$ cat src/design/sdkh_pkg.sv
`timescale 1ns / 1ps
// ----------------------------------------------------------------------------
// Segment display key host package
// Shared types, command codes, sizes and the segment glyph table.
// ----------------------------------------------------------------------------
package sdkh_pkg;

   localparam int DIGITS_DEFAULT = 8;
   localparam int QUEUE_DEPTH = 2;
   localparam int DEC_DIGITS_MAX = 9;
   localparam int FRAME_LEN = 17;

   localparam logic [7:0] CMD_STROBE = 8'hC0;
   localparam logic [7:0] CMD_READ_KEYS = 8'h42;
   localparam logic [7:0] CMD_DISP_OFF = 8'h88;
   localparam logic [7:0] CMD_DISP_ON = 8'h8A;
   localparam logic [7:0] CMD_BRIGHT = 8'h80;
   localparam logic [7:0] SEG_POINT = 8'h01;
   localparam logic [7:0] SEG_NO_POINT = 8'hFE;

   localparam logic [7:0] SCAN_LOW_A = 8'h04;
   localparam logic [7:0] SCAN_HIGH_A = 8'h40;
   localparam logic [7:0] SCAN_LOW_B = 8'h02;
   localparam logic [7:0] SCAN_HIGH_B = 8'h20;

   localparam logic [4:0] MINUS_CODE = 5'd16;
   localparam logic [28:0] RECIP_TEN = 29'd429496730;

   typedef enum logic [3:0] {
      FN_GLYPH     = 4'd0,
      FN_POINT_ON  = 4'd1,
      FN_POINT_OFF = 4'd2,
      FN_CLEAR     = 4'd3,
      FN_NUMBER    = 4'd4,
      FN_BRIGHT    = 4'd5,
      FN_DISP_OFF  = 4'd6,
      FN_DISP_ON   = 4'd7,
      FN_KEYS      = 4'd8
   } func_type;

   typedef enum logic [2:0] {
      OP_GLYPH,
      OP_POINT_ON,
      OP_POINT_OFF,
      OP_CLEAR,
      OP_NUMBER,
      OP_SINGLE
   } op_type;

   typedef struct packed {
      op_type      op;
      logic [2:0]  place;
      logic [4:0]  glyph;
      logic [27:0] number;
      logic [7:0]  tx_byte;
      logic [4:0]  key_code;
   } cmd_type;

   function automatic logic [7:0] glyph_seg(input logic [4:0] code);
      logic [7:0] seg;
      unique case (code)
         5'd0:    seg = 8'hFC;
         5'd1:    seg = 8'h60;
         5'd2:    seg = 8'hDA;
         5'd3:    seg = 8'hF2;
         5'd4:    seg = 8'h66;
         5'd5:    seg = 8'hB6;
         5'd6:    seg = 8'hBE;
         5'd7:    seg = 8'hE0;
         5'd8:    seg = 8'hFE;
         5'd9:    seg = 8'hF6;
         5'd10:   seg = 8'hEE;
         5'd11:   seg = 8'h3E;
         5'd12:   seg = 8'h9C;
         5'd13:   seg = 8'h7A;
         5'd14:   seg = 8'h9E;
         5'd15:   seg = 8'h8E;
         default: seg = 8'h02;
      endcase
      return seg;
   endfunction

endpackage

$ cat src/design/sdkh_fifo.sv
`timescale 1ns / 1ps
// ----------------------------------------------------------------------------
// Segment display key host command queue
// Short first-in first-out queue between the front end and the back end.
// ----------------------------------------------------------------------------
module sdkh_fifo import sdkh_pkg::*; (
   input  logic    clock,
   input  logic    reset,
   input  logic    push,
   input  cmd_type push_cmd,
   output logic    full,
   input  logic    pop,
   output logic    valid,
   output cmd_type head
);

   localparam int PTR_W = (QUEUE_DEPTH > 1) ? $clog2(QUEUE_DEPTH) : 1;
   localparam int CNT_W = $clog2(QUEUE_DEPTH + 1);

   cmd_type            mem_ff [QUEUE_DEPTH];
   logic [PTR_W-1:0]   wr_ptr_ff, wr_ptr_in;
   logic [PTR_W-1:0]   rd_ptr_ff, rd_ptr_in;
   logic [CNT_W-1:0]   count_ff, count_in;
   logic               do_push, do_pop;

   assign full = (count_ff == CNT_W'(QUEUE_DEPTH));
   assign valid = (count_ff != '0);
   assign head = mem_ff[rd_ptr_ff];
   assign do_push = push & ~full;
   assign do_pop = pop & valid;

   always_comb begin
      wr_ptr_in = wr_ptr_ff;
      rd_ptr_in = rd_ptr_ff;
      count_in = count_ff;
      if (do_push) begin
         wr_ptr_in = (wr_ptr_ff == PTR_W'(QUEUE_DEPTH - 1)) ? '0 : PTR_W'(wr_ptr_ff + 1'b1);
      end
      if (do_pop) begin
         rd_ptr_in = (rd_ptr_ff == PTR_W'(QUEUE_DEPTH - 1)) ? '0 : PTR_W'(rd_ptr_ff + 1'b1);
      end
      if (do_push && !do_pop) begin
         count_in = CNT_W'(count_ff + 1'b1);
      end else if (do_pop && !do_push) begin
         count_in = CNT_W'(count_ff - 1'b1);
      end
   end

   always_ff @(posedge clock) begin
      if (reset) begin
         wr_ptr_ff <= '0;
         rd_ptr_ff <= '0;
         count_ff <= '0;
      end else begin
         wr_ptr_ff <= wr_ptr_in;
         rd_ptr_ff <= rd_ptr_in;
         count_ff <= count_in;
      end
   end

   always_ff @(posedge clock) begin
      if (do_push) begin
         mem_ff[wr_ptr_ff] <= push_cmd;
      end
   end

endmodule

$ cat config.mk
export PLATFORM = sky130hd
export DESIGN_NAME = sdkh_fifo
export DESIGN_NICKNAME = d
export VERILOG_FILES = /design/src/design/sdkh_pkg.sv /design/src/design/sdkh_fifo.sv
export SDC_FILE = /design/constraint.sdc
export NUM_CORES = 1
export LEC_CHECK = 0
export ABC_CLOCK_PERIOD_IN_PS = 4000
export BUFFER_PORTS_ARGS = -buffer_cell sky130_fd_sc_hd__buf_4
export CORE_ASPECT_RATIO = 0.75
export CORE_MARGIN = 5
export CORE_UTILIZATION = 55
export DETAILED_ROUTE_END_ITERATION = 8
export GPL_TIMING_DRIVEN = 0
export PLACE_DENSITY = 0.83
export REMOVE_ABC_BUFFERS = 1
export SYNTH_ARGS = -nofsm -noshare
export SYNTH_HDL_FRONTEND = slang
export SYNTH_SLANG_ARGS = --single-unit
export TNS_END_PERCENT = 1
$ cat constraint.sdc
create_clock -name clock -period 4 [get_ports clock]
set_clock_uncertainty 0.1 [all_clocks]
set_input_delay 0.4 -clock clock [delete_from_list [all_inputs] [get_ports clock]]
set_output_delay 0.4 -clock clock [all_outputs]
set_load 0.02 [all_outputs]
==> summary.json <==
{
  "flow_run": {
    "cap_violations": 0
  },
  "global_routing": {
    "grt_first_pass_wirelength_um": 11300,
    "vias_in_the_first_global_route": 2400,
    "antenna_violations_before_repair": 0,
    "grtUsageTotal_pct": 16.7,
    "pin_count_of_the_biggest_net_entering_global_routing": 28,
    "globalRoute.totalOverflow": 0
  },
  "cts": {
    "h_tree_depth": 3,
    "clkSinkCount": 109,
    "cts-root-to-sink-buffers": 2,
    "postCtsSetupRepairBufs": 0,
    "tritoncts.num_buffers": 9,
    "clk_latency_ps": 350,
    "cts-hold-fix-buffers": 0,
    "cts_repair_resize_count": 0,
    "tritoncts": "yes",
    "worst_setup_hold_path_clk_slew_ps": 90,
    "ctsRootBufferMaster": "sky130_fd_sc_hd__clkbuf_8"
  },
  "yosys": {
    "synth_cell_type_count": 14,
    "synthesis.area_mm2": 0.00396,
    "synth.top_cell.area_share_pct": 78.9,
    "synth-main-ff-cell": "sky130_fd_sc_hd__edfxtp_1",
    "synth-seq-cells": 109,
    "cell_type_contributing_the_most_total_cell_area_after_synthesis": "sky130_fd_sc_hd__edfxtp_1",
    "postSynthAreaPerCell_um2": 21.2,
    "synth.yosys.seq_area_share_pct": 81.4,
    "cells_after_synth": 187,
    "synthMostInstantiatedCell": "sky130_fd_sc_hd__edfxtp_1",
    "most_area_consuming_cells_after_synthesis": "sky130_fd_sc_hd__edfxtp_1 (79%), sky130_fd_sc_hd__mux2_2 (15%), sky130_fd_sc_hd__dfxtp_1 (2.5%), sky130_fd_sc_hd__buf_2 (0.76%), sky130_fd_sc_hd__xor2_1 (0.66%)",
    "synth_edf_count": 104,
    "synth.top_cells.by_count": "sky130_fd_sc_hd__edfxtp_1 (104), sky130_fd_sc_hd__mux2_2 (52), sky130_fd_sc_hd__buf_2 (6)",
    "synth_async_sr_flop_share_pct": 0,
    "synth_warnings": 0
  },
  "die": {
    "placement_rows": 26,
    "coreArea_mm2": 0.00690,
    "die_height_um": 83.5,
    "ioPinCount": 110,
    "design.die.area_mm2": 0.00901,
    "start_util_pct": 57.4,
    "die_w_um": 108
  },
  "sta": {
    "setup-violations-final": 0,
    "timing_max_transition_violations_final": 0,
    "max_freq_mhz": 412,
    "layout_worst_path_cycle_share_pct": 60.7,
    "final.min_clock_period_ps": 2430,
    "setup_repair_after_global_routing_missed_its_margin": "false",
    "worstMarginPinSlew_ps": 707,
    "number_of_failing_hold_endpoints_at_the_final_stage": 0,
    "worst_slack_ps": 1570,
    "final.setup.tns_ps": 0,
    "timing.slew.headroom_pct": 52.9
  },
  "power_and_ir_drop": {
    "power.density_mw_per_mm2": 608,
    "cellLeakagePower_uw": 0.00189,
    "peak_ir_drop_on_the_vdd_network_v": 0.000447
  },
  "routing": {
    "detail_route.iter0.violations": 81,
    "vias": 2074,
    "drc": 0,
    "drt-total-wl_um": 7130,
    "detail_route.vias_per_cell": 5.10,
    "routed_wire_length_per_instance_um": 17.5,
    "ant_nets": 0,
    "drt_first_pass_iters": 5
  },
  "placed_design": {
    "detailed_place_hpwl_um": 5060,
    "pre_cts_ws_ps": 1870,
    "gp_congestion": 0.729,
    "place.port_buffers": 109
  },
  "critical_path": {
    "critical_path.max_stage_delay_ps": 760,
    "critical_path.startpoint_type": "register",
    "crit_required_ps": 3500,
    "crit_path_max_fanout": 27,
    "worst-path-buf-inv": 2,
    "critPathSlowestCell": "sky130_fd_sc_hd__dfxtp_2",
    "criticalPathCategory": "reg -> out",
    "timing.critical_path.arrival_ps": 1930,
    "worstPathCellList": "buf_12, mux2_2, buf_4",
    "category_of_the_worst_setup_path_capture_point": "primary output",
    "critPathTopFamily": "flip-flops"
  },
  "cells_and_area": {
    "insertedDiodeCount": 0,
    "flow.area_growth_from_synthesis_pct": 28.8,
    "final_layout_size_suffix_gt1_share_pct": 58.9,
    "final_nets": 361
  },
  "outcome": {
    "outcome": "completed"
  },
  "worst_hold_path": {
    "hold_path_class": "in -> reg"
  }
}
==> worst register-to-register path: cells and delay by family, from the launching register on <==
family | cells | cell delay (ps)
buffers and inverters | 2 | 740
DFF | 1 | 440
and+or+nand+nor | 2 | 450
==> metrics by stage <==
| stage | cells | power [uW] | area [um2] | util, % | hold WS, ps |
|---|---|---|---|---|---|
| global route | 407 | 3260 | 5100 | 73.9 | 87.3 |
| CTS | 407 | 3130 | 5100 | 73.9 | 102 |
| finish | 407 | 3100 | 5100 | 73.9 | 121 |
| floorplan | 181 | 2120 | 3930 | - | 352 |
| detailed placement | 391 | 2580 | 4930 | 71.5 | 405 |
| global placement | 388 | 2530 | 4870 | 70.6 | 367 |
==> registers in the layout, indices dropped and copies added (netlist names), named ones only <==
| register | cells |
|---|---|
| mem_ff | 104 |
| count_ff | 2 |
| rd_ptr_ff | 1 |
| wr_ptr_ff | 1 |
==> per-layer routing <==
metal  routed length [um]  GRT usage [%]  share of wire (%)
met5                    0              0                  0
met4                  127           5.16                1.8
met3                  765           8.66                 11
met1                 2680           17.9                 38
met2                 3560           28.6                 50
==> cells by family (layout without fill, tap and decap cells) <==
logic type               count (synthesis)  in the layout  share of synthesized area [%]
AO/OA/AOI/OAI                            5              5                          0.632
AND/OR/NAND/NOR                          9              9                           1.23
XOR/XNOR                                 3              3                          0.664
multiplexers                            52             52                           14.8
flip-flops                             109            109                           81.4
buffers and inverters                    8            130                          0.948
adder cells (fa/ha/maj)                  1              1                          0.316
==> where the power goes <==
group	internal (uW)	total [uW]	switching [uW]	leakage (uW)
logic	489	1020	533	0.000801
clock network	225	565	340	0.0000776
registers	1430	1510	77.9	0.00101
==> cell usage in the layout (no fill, tap or decap), drive strengths merged <==
cell | netlist | routed
clkinv | 0 | 4
buf | 6 | 112
ha | 1 | 1
nor2b | 1 | 1
clkbuf | 0 | 10
a21oi | 2 | 2
nor2 | 4 | 4
dfxtp | 5 | 5
edfxtp | 104 | 104
and2 | 1 | 1
clkinvlp | 0 | 2
or3 | 2 | 2
inv | 2 | 2
or2 | 1 | 1
mux2 | 52 | 52
xor2 | 3 | 3
o21ai | 3 | 3
==> final timing paths <==
check / from / end / slack, ps / depth (start not counted)
min reg2reg: wr_ptr_ff$_SDFFE_PP0N_ / wr_ptr_ff$_SDFFE_PP0N_ / 420 / 2
max: register / head[14] / 1570 / 3
min: push_cmd[23] / mem_ff[1][23]$_DFFE_PP_ / 120 / 1
max reg2reg: count_ff[0]$_SDFFE_PP0P_ / mem_ff[0][20]$_DFFE_PP_ / 1960 / 4
==> layout make-up <==
| type | instances | area [um2] |
|---|---|---|
| Multi-Input combinational cell | 70 | 699 |
| Timing Repair Buffer | 112 | 878 |
| Inverter | 2 | 7.51 |
| Clock inverter | 6 | 40.0 |
| Fill cell | 444 | 1800 |
| Clock buffer | 10 | 128 |
| Tap cell | 98 | 123 |
| Sequential cell | 109 | 3220 |
No activity file was read; power rests on OpenSTA's default activity.
