$ cat config.mk
export PLATFORM = sky130hd
export DESIGN_NAME = sdkh_front
export DESIGN_NICKNAME = d
export VERILOG_FILES = /design/src/design/sdkh_pkg.sv /design/src/design/sdkh_front.sv
export SDC_FILE = /design/constraint.sdc
export NUM_CORES = 1
export LEC_CHECK = 0
export ABC_AREA = 0
export BUFFER_PORTS_ARGS = -buffer_cell sky130_fd_sc_hd__buf_2
export CAP_MARGIN = 20
export CORE_UTILIZATION = 31
export DETAILED_ROUTE_END_ITERATION = 10
export PLACE_DENSITY = 0.82
export SYNTH_ARGS = -nofsm -noshare
export SYNTH_HDL_FRONTEND = slang
export SYNTH_SLANG_ARGS = --single-unit
$ cat constraint.sdc
create_clock -name vclk -period 3.04
set_clock_uncertainty 0.15 [all_clocks]
set_input_delay 0.608 -clock vclk [all_inputs]
set_output_delay 0.608 -clock vclk [all_outputs]
set_load 0.1 [all_outputs]
$ cat src/design/sdkh_pkg.sv
`timescale 1ns / 1ps
// ----------------------------------------------------------------------------
// Segment display key host package
// Shared types, command codes, sizes and the segment glyph table.
// ----------------------------------------------------------------------------
package sdkh_pkg;

   localparam int DIGITS_DEFAULT = 8;
   localparam int QUEUE_DEPTH = 2;
   localparam int DEC_DIGITS_MAX = 9;
   localparam int FRAME_LEN = 17;

   localparam logic [7:0] CMD_STROBE = 8'hC0;
   localparam logic [7:0] CMD_READ_KEYS = 8'h42;
   localparam logic [7:0] CMD_DISP_OFF = 8'h88;
   localparam logic [7:0] CMD_DISP_ON = 8'h8A;
   localparam logic [7:0] CMD_BRIGHT = 8'h80;
   localparam logic [7:0] SEG_POINT = 8'h01;
   localparam logic [7:0] SEG_NO_POINT = 8'hFE;

   localparam logic [7:0] SCAN_LOW_A = 8'h04;
   localparam logic [7:0] SCAN_HIGH_A = 8'h40;
   localparam logic [7:0] SCAN_LOW_B = 8'h02;
   localparam logic [7:0] SCAN_HIGH_B = 8'h20;

   localparam logic [4:0] MINUS_CODE = 5'd16;
   localparam logic [28:0] RECIP_TEN = 29'd429496730;

   typedef enum logic [3:0] {
      FN_GLYPH     = 4'd0,
      FN_POINT_ON  = 4'd1,
      FN_POINT_OFF = 4'd2,
      FN_CLEAR     = 4'd3,
      FN_NUMBER    = 4'd4,
      FN_BRIGHT    = 4'd5,
      FN_DISP_OFF  = 4'd6,
      FN_DISP_ON   = 4'd7,
      FN_KEYS      = 4'd8
   } func_type;

   typedef enum logic [2:0] {
      OP_GLYPH,
      OP_POINT_ON,
      OP_POINT_OFF,
      OP_CLEAR,
      OP_NUMBER,
      OP_SINGLE
   } op_type;

   typedef struct packed {
      op_type      op;
      logic [2:0]  place;
      logic [4:0]  glyph;
      logic [27:0] number;
      logic [7:0]  tx_byte;
      logic [4:0]  key_code;
   } cmd_type;

   function automatic logic [7:0] glyph_seg(input logic [4:0] code);
      logic [7:0] seg;
      unique case (code)
         5'd0:    seg = 8'hFC;
         5'd1:    seg = 8'h60;
         5'd2:    seg = 8'hDA;
         5'd3:    seg = 8'hF2;
         5'd4:    seg = 8'h66;
         5'd5:    seg = 8'hB6;
         5'd6:    seg = 8'hBE;
         5'd7:    seg = 8'hE0;
         5'd8:    seg = 8'hFE;
         5'd9:    seg = 8'hF6;
         5'd10:   seg = 8'hEE;
         5'd11:   seg = 8'h3E;
         5'd12:   seg = 8'h9C;
         5'd13:   seg = 8'h7A;
         5'd14:   seg = 8'h9E;
         5'd15:   seg = 8'h8E;
         default: seg = 8'h02;
      endcase
      return seg;
   endfunction

endpackage

$ cat src/design/sdkh_front.sv
`timescale 1ns / 1ps
// ----------------------------------------------------------------------------
// Segment display key host front end
// Accepts requests, drops those without effect, decodes key scans and
// control bytes, and pushes a command into the queue.
// ----------------------------------------------------------------------------
module sdkh_front import sdkh_pkg::*; (
   input  logic               req_valid,
   output logic               req_ready,
   input  logic [3:0]         req_func,
   input  logic [2:0]         req_place,
   input  logic [4:0]         req_glyph,
   input  logic signed [27:0] req_number,
   input  logic [3:0]         req_level,
   input  logic [31:0]        req_key_scan,
   input  logic               q_full,
   output logic               q_push,
   output cmd_type            q_cmd
);

   logic       keep;
   logic [4:0] key;

   always_comb begin
      key = 5'd0;
      for (int b = 0; b < 4; b++) begin
         if (req_key_scan[8*b +: 8] == SCAN_LOW_A) begin
            key = 5'(2*b + 1);
         end else if (req_key_scan[8*b +: 8] == SCAN_HIGH_A) begin
            key = 5'(2*b + 2);
         end
      end
      for (int b = 0; b < 4; b++) begin
         if (req_key_scan[8*b +: 8] == SCAN_LOW_B) begin
            key = 5'(2*b + 9);
         end else if (req_key_scan[8*b +: 8] == SCAN_HIGH_B) begin
            key = 5'(2*b + 10);
         end
      end
   end

   always_comb begin
      keep = 1'b1;
      q_cmd.op = OP_SINGLE;
      q_cmd.place = req_place;
      q_cmd.glyph = req_glyph;
      q_cmd.number = req_number;
      q_cmd.tx_byte = 8'd0;
      q_cmd.key_code = 5'd0;
      unique case (req_func)
         FN_GLYPH:     q_cmd.op = OP_GLYPH;
         FN_POINT_ON:  q_cmd.op = OP_POINT_ON;
         FN_POINT_OFF: q_cmd.op = OP_POINT_OFF;
         FN_CLEAR:     q_cmd.op = OP_CLEAR;
         FN_NUMBER:    q_cmd.op = OP_NUMBER;
         FN_BRIGHT: begin
            keep = ~req_level[3];
            q_cmd.tx_byte = CMD_BRIGHT | {4'd0, req_level};
         end
         FN_DISP_OFF:  q_cmd.tx_byte = CMD_DISP_OFF;
         FN_DISP_ON:   q_cmd.tx_byte = CMD_DISP_ON;
         FN_KEYS: begin
            q_cmd.tx_byte = CMD_READ_KEYS;
            q_cmd.key_code = key;
         end
         default:      keep = 1'b0;
      endcase
   end

   assign req_ready = ~q_full;
   assign q_push = req_valid & req_ready & keep;

endmodule

==> impl_results.html <==
<table>
<tr><th>Metric</th><th>Value</th></tr>
<tr><th colspan="2">Timing</th></tr>
<tr><td>Share of the clock period used by the worst path after layout</td><td>105%</td></tr>
<tr><td>Achievable frequency</td><td>314 MHz</td></tr>
<tr><td>Pins over their slew limit</td><td>0</td></tr>
<tr><td>Final Hold Vio Count</td><td>0</td></tr>
<tr><td>Fin crit period</td><td>3.19 ns</td></tr>
<tr><td>Final setup violation count</td><td>3</td></tr>
<tr><td>PnR worst setup slack</td><td>-0.149 ns</td></tr>
<tr><td>Hold slack final</td><td>1.07 ns</td></tr>
<tr><td>Setup repair after global routing missed its margin</td><td>yes</td></tr>
<tr><th colspan="2">Route</th></tr>
<tr><td>Number of remaining DRC errors</td><td>0</td></tr>
<tr><td>Number of vias per cell after detailed routing</td><td>5.22</td></tr>
<tr><td>Iter 0 DRT Violations</td><td>21</td></tr>
<tr><td>Final routed wirelength across all metal layers</td><td>2140 µm</td></tr>
<tr><td>Post-DR wirelength/cell</td><td>11.8 µm</td></tr>
<tr><td>Via Count</td><td>950</td></tr>
<tr><td>Drt first pass iters</td><td>4</td></tr>
<tr><td>Number of antenna-violating nets in the routed design</td><td>0</td></tr>
<tr><th colspan="2">Placed design</th></tr>
<tr><td>GP Congestion</td><td>0.813</td></tr>
<tr><td>Count of input and output buffers</td><td>58</td></tr>
<tr><td>Pre-CTS setup slack</td><td>-0.163 ns</td></tr>
<tr><td>DPL Wire Length</td><td>1770 µm</td></tr>
<tr><th colspan="2">Synthesis</th></tr>
<tr><td>Total of warnings raised by yosys</td><td>0</td></tr>
<tr><td>Post-Syn Area</td><td>861 µm²</td></tr>
<tr><td>Count of mapped cells out of synthesis</td><td>127</td></tr>
<tr><td>Number of distinct library cells after synthesis</td><td>38</td></tr>
<tr><td>Fraction of the yosys area taken by sequential cells</td><td>0%</td></tr>
<tr><td>Post-Synthesis Mean Instance Area</td><td>just under 7 µm²</td></tr>
<tr><th colspan="2">Setup path</th></tr>
<tr><td>Worst EP required</td><td>~2.3 ns</td></tr>
<tr><td>Top fanout value on the critical path</td><td>5</td></tr>
<tr><td>Arrival time of data at the critical path endpoint</td><td>2.43 ns</td></tr>
<tr><td>Endpoint kind of the worst setup timing path</td><td>output port</td></tr>
<tr><td>Startpoint class of the critical path</td><td>input port</td></tr>
<tr><td>Type of the setup path with the least slack</td><td>in -&gt; out</td></tr>
<tr><th colspan="2">Global route</th></tr>
<tr><td>Aggregate global routing overflow</td><td>0</td></tr>
<tr><td>Met2 Resource Use GR</td><td>21.7%</td></tr>
<tr><td>Vias in the first global route</td><td>703</td></tr>
<tr><td>Met3 Resource Use GR</td><td>1.67%</td></tr>
<tr><td>Number of antenna violations at the first check in global routing</td><td>0</td></tr>
<tr><td>Pin count of the biggest net entering global routing</td><td>8</td></tr>
<tr><td>First-pass GRT wire length</td><td>3040 µm</td></tr>
<tr><td>Global Route met1 Usage</td><td>between 10% and 20%</td></tr>
<tr><td>Total routing resource utilization after global routing</td><td>13.1%</td></tr>
<tr><td>Grt peak-use layer</td><td>met2</td></tr>
<tr><th colspan="2">Final layout</th></tr>
<tr><td>Clkbuf count</td><td>0</td></tr>
<tr><td>Number of nets at the end of the flow</td><td>232</td></tr>
<tr><td>Number of flip-flops and latches</td><td>0</td></tr>
<tr><td>Multi-input logic area</td><td>634 µm²</td></tr>
<tr><td>Area taken by flip-flops and latches</td><td>0 µm²</td></tr>
<tr><td>Proportion of layout cells with a drive suffix above 1</td><td>about 57%</td></tr>
<tr><td>Ant. Diodes</td><td>0</td></tr>
<tr><td>Layout area overhead</td><td>29.8%</td></tr>
<tr><td>Fill cell instance count of the final layout</td><td>roughly 270</td></tr>
<tr><th colspan="2">Die</th></tr>
<tr><td>Io pins</td><td>132</td></tr>
<tr><td>Die boundary width</td><td>approximately 55 µm</td></tr>
<tr><td>Die Footprint</td><td>0.00299 mm²</td></tr>
<tr><td>Effective utilization at floorplan</td><td>between 30% and 40%</td></tr>
<tr><td>Core Box Area</td><td>approximately 0.0025 mm²</td></tr>
<tr><td>Number of cell rows</td><td>18</td></tr>
<tr><td>Die Y</td><td>54.7 µm</td></tr>
<tr><th colspan="2">Hold path</th></tr>
<tr><td>Type of the worst min-delay path</td><td>in -&gt; out</td></tr>
<tr><th colspan="2">Pwr</th></tr>
<tr><td>Worst VDD drop</td><td>0.132 mV</td></tr>
<tr><td>Leakage power summed over all cells</td><td>0.546 nW</td></tr>
<tr><td>Areal power density over the cells</td><td>123 mW/mm²</td></tr>
<tr><th colspan="2">Status</th></tr>
<tr><td>Violations in the final reports</td><td>negative setup slack</td></tr>
<tr><td>Run status</td><td>finished with violations</td></tr>
<tr><th colspan="2">Flow run</th></tr>
<tr><td>Count of maximum capacitance violations</td><td>0</td></tr>
<tr><th colspan="2">Clock network</th></tr>
<tr><td>Post-CTS Hold Buffers</td><td>0</td></tr>
</table>
==> metrics by stage <==
stage,std cells,setup TNS [ns],util [%],area (µm²),total power [mW]
floorplan,128,-0.0806,-,898,0.309
global placement,179,-0.376,40.4,1030,0.128
detailed placement,179,-0.438,40.4,1030,0.130
CTS,181,-0.353,42.3,1080,0.134
global route,182,-0.669,43.9,1120,0.147
finish,182,-0.301,43.9,1120,0.137
==> layout make-up <==
cell class	instances	share of cell area, %
repair buffers	64	38.2
inverters	5	1.68
well taps	30	3.36
multi-input cells	83	56.8
==> cells by family after synthesis <==
logic type / Yosys count / share of synthesized area [%]
compound gates: 21 / 17.2
buf+inv: 45 / 36.3
other cells: 1 / 0.436
simple gates: 59 / 45.1
xor+xnor: 1 / 1.02
==> final timing paths <==
path,cells after the start,slack (ns),start,endpoint
max,9,-0.15,req_key_scan[7],q_cmd[1]
min,0,1.07,req_number[9],q_cmd[22]
==> placed cells by master (no fill, tap or decap), types with 2 or more instances in the layout <==
| cell | count |
|---|---|
| sky130_fd_sc_hd__nor2_1 | 14 |
| sky130_fd_sc_hd__o21a_2 | 2 |
| sky130_fd_sc_hd__or2b_1 | 2 |
| sky130_fd_sc_hd__nand2_1 | 6 |
| sky130_fd_sc_hd__a31oi_1 | 2 |
| sky130_fd_sc_hd__buf_12 | 5 |
| sky130_fd_sc_hd__nor2_2 | 2 |
| sky130_fd_sc_hd__nor4_4 | 2 |
| sky130_fd_sc_hd__nand3b_1 | 3 |
| sky130_fd_sc_hd__or4_4 | 2 |
| sky130_fd_sc_hd__a21oi_1 | 3 |
| sky130_fd_sc_hd__and3_1 | 2 |
| sky130_fd_sc_hd__buf_6 | 3 |
| sky130_fd_sc_hd__buf_2 | 51 |
| sky130_fd_sc_hd__and3_2 | 2 |
| sky130_fd_sc_hd__inv_1 | 5 |
| sky130_fd_sc_hd__nor3_4 | 2 |
| sky130_fd_sc_hd__o21ai_0 | 2 |
| sky130_fd_sc_hd__and4b_1 | 2 |
| sky130_fd_sc_hd__and3b_2 | 2 |
| sky130_fd_sc_hd__conb_1 | 2 |
| sky130_fd_sc_hd__nand4b_1 | 6 |
| sky130_fd_sc_hd__o211ai_1 | 2 |
| sky130_fd_sc_hd__buf_4 | 5 |
==> synthesized netlist by cell type, drive strengths merged, types with 2 or more instances <==
| cell | instances | area (µm²) |
|---|---|---|
| a21oi | 3 | 15.0 |
| a31oi | 3 | 18.8 |
| and3 | 5 | 32.5 |
| and3b | 2 | 20.0 |
| and4b | 2 | 20.0 |
| buf | 38 | 285 |
| clkbuf | 2 | 8.75 |
| inv | 5 | 18.8 |
| nand2 | 6 | 22.5 |
| nand3b | 3 | 22.5 |
| nand4b | 6 | 52.6 |
| nor2 | 16 | 60.1 |
| nor3 | 4 | 25.0 |
| nor4 | 4 | 37.5 |
| o211ai | 2 | 15.0 |
| o21a | 4 | 30.0 |
| o21ai | 3 | 15.0 |
| or2b | 2 | 15.0 |
| or4 | 2 | 22.5 |
==> critical path: stages <==
cell and delay, ns:
sky130_fd_sc_hd__buf_6 0.09, sky130_fd_sc_hd__or4_4 0.57, sky130_fd_sc_hd__nor3_2 0.12, sky130_fd_sc_hd__nand4b_1 0.10
sky130_fd_sc_hd__a31oi_1 0.17, sky130_fd_sc_hd__o31ai_1 0.10, sky130_fd_sc_hd__a221oi_1 0.33, sky130_fd_sc_hd__o21a_4 0.18
sky130_fd_sc_hd__buf_12 0.16
==> where the power goes <==
group	switching (mW)	internal, mW	leakage (nW)
Sequential	0	0	0
Clock	0	0	0
Combinational	0.0951	0.0422	0.546
==> per-layer routing <==
layer	vias up	part of all wire, %
met2	40	49
met4	0	2.9
li1	468	-
met5	-	0
met3	14	8.6
met1	428	39
==> repair_timing <==
action / in CTS / in global routing
resized for setup: 6 / 6
cloned: 0 / 0
hold endpoints to repair: 0 / 0
setup endpoints to repair: 3 / 4
buffers inserted: 2 / 1
pin swaps: 13 / 6
Note: power is estimated with default switching activity, not from simulation.
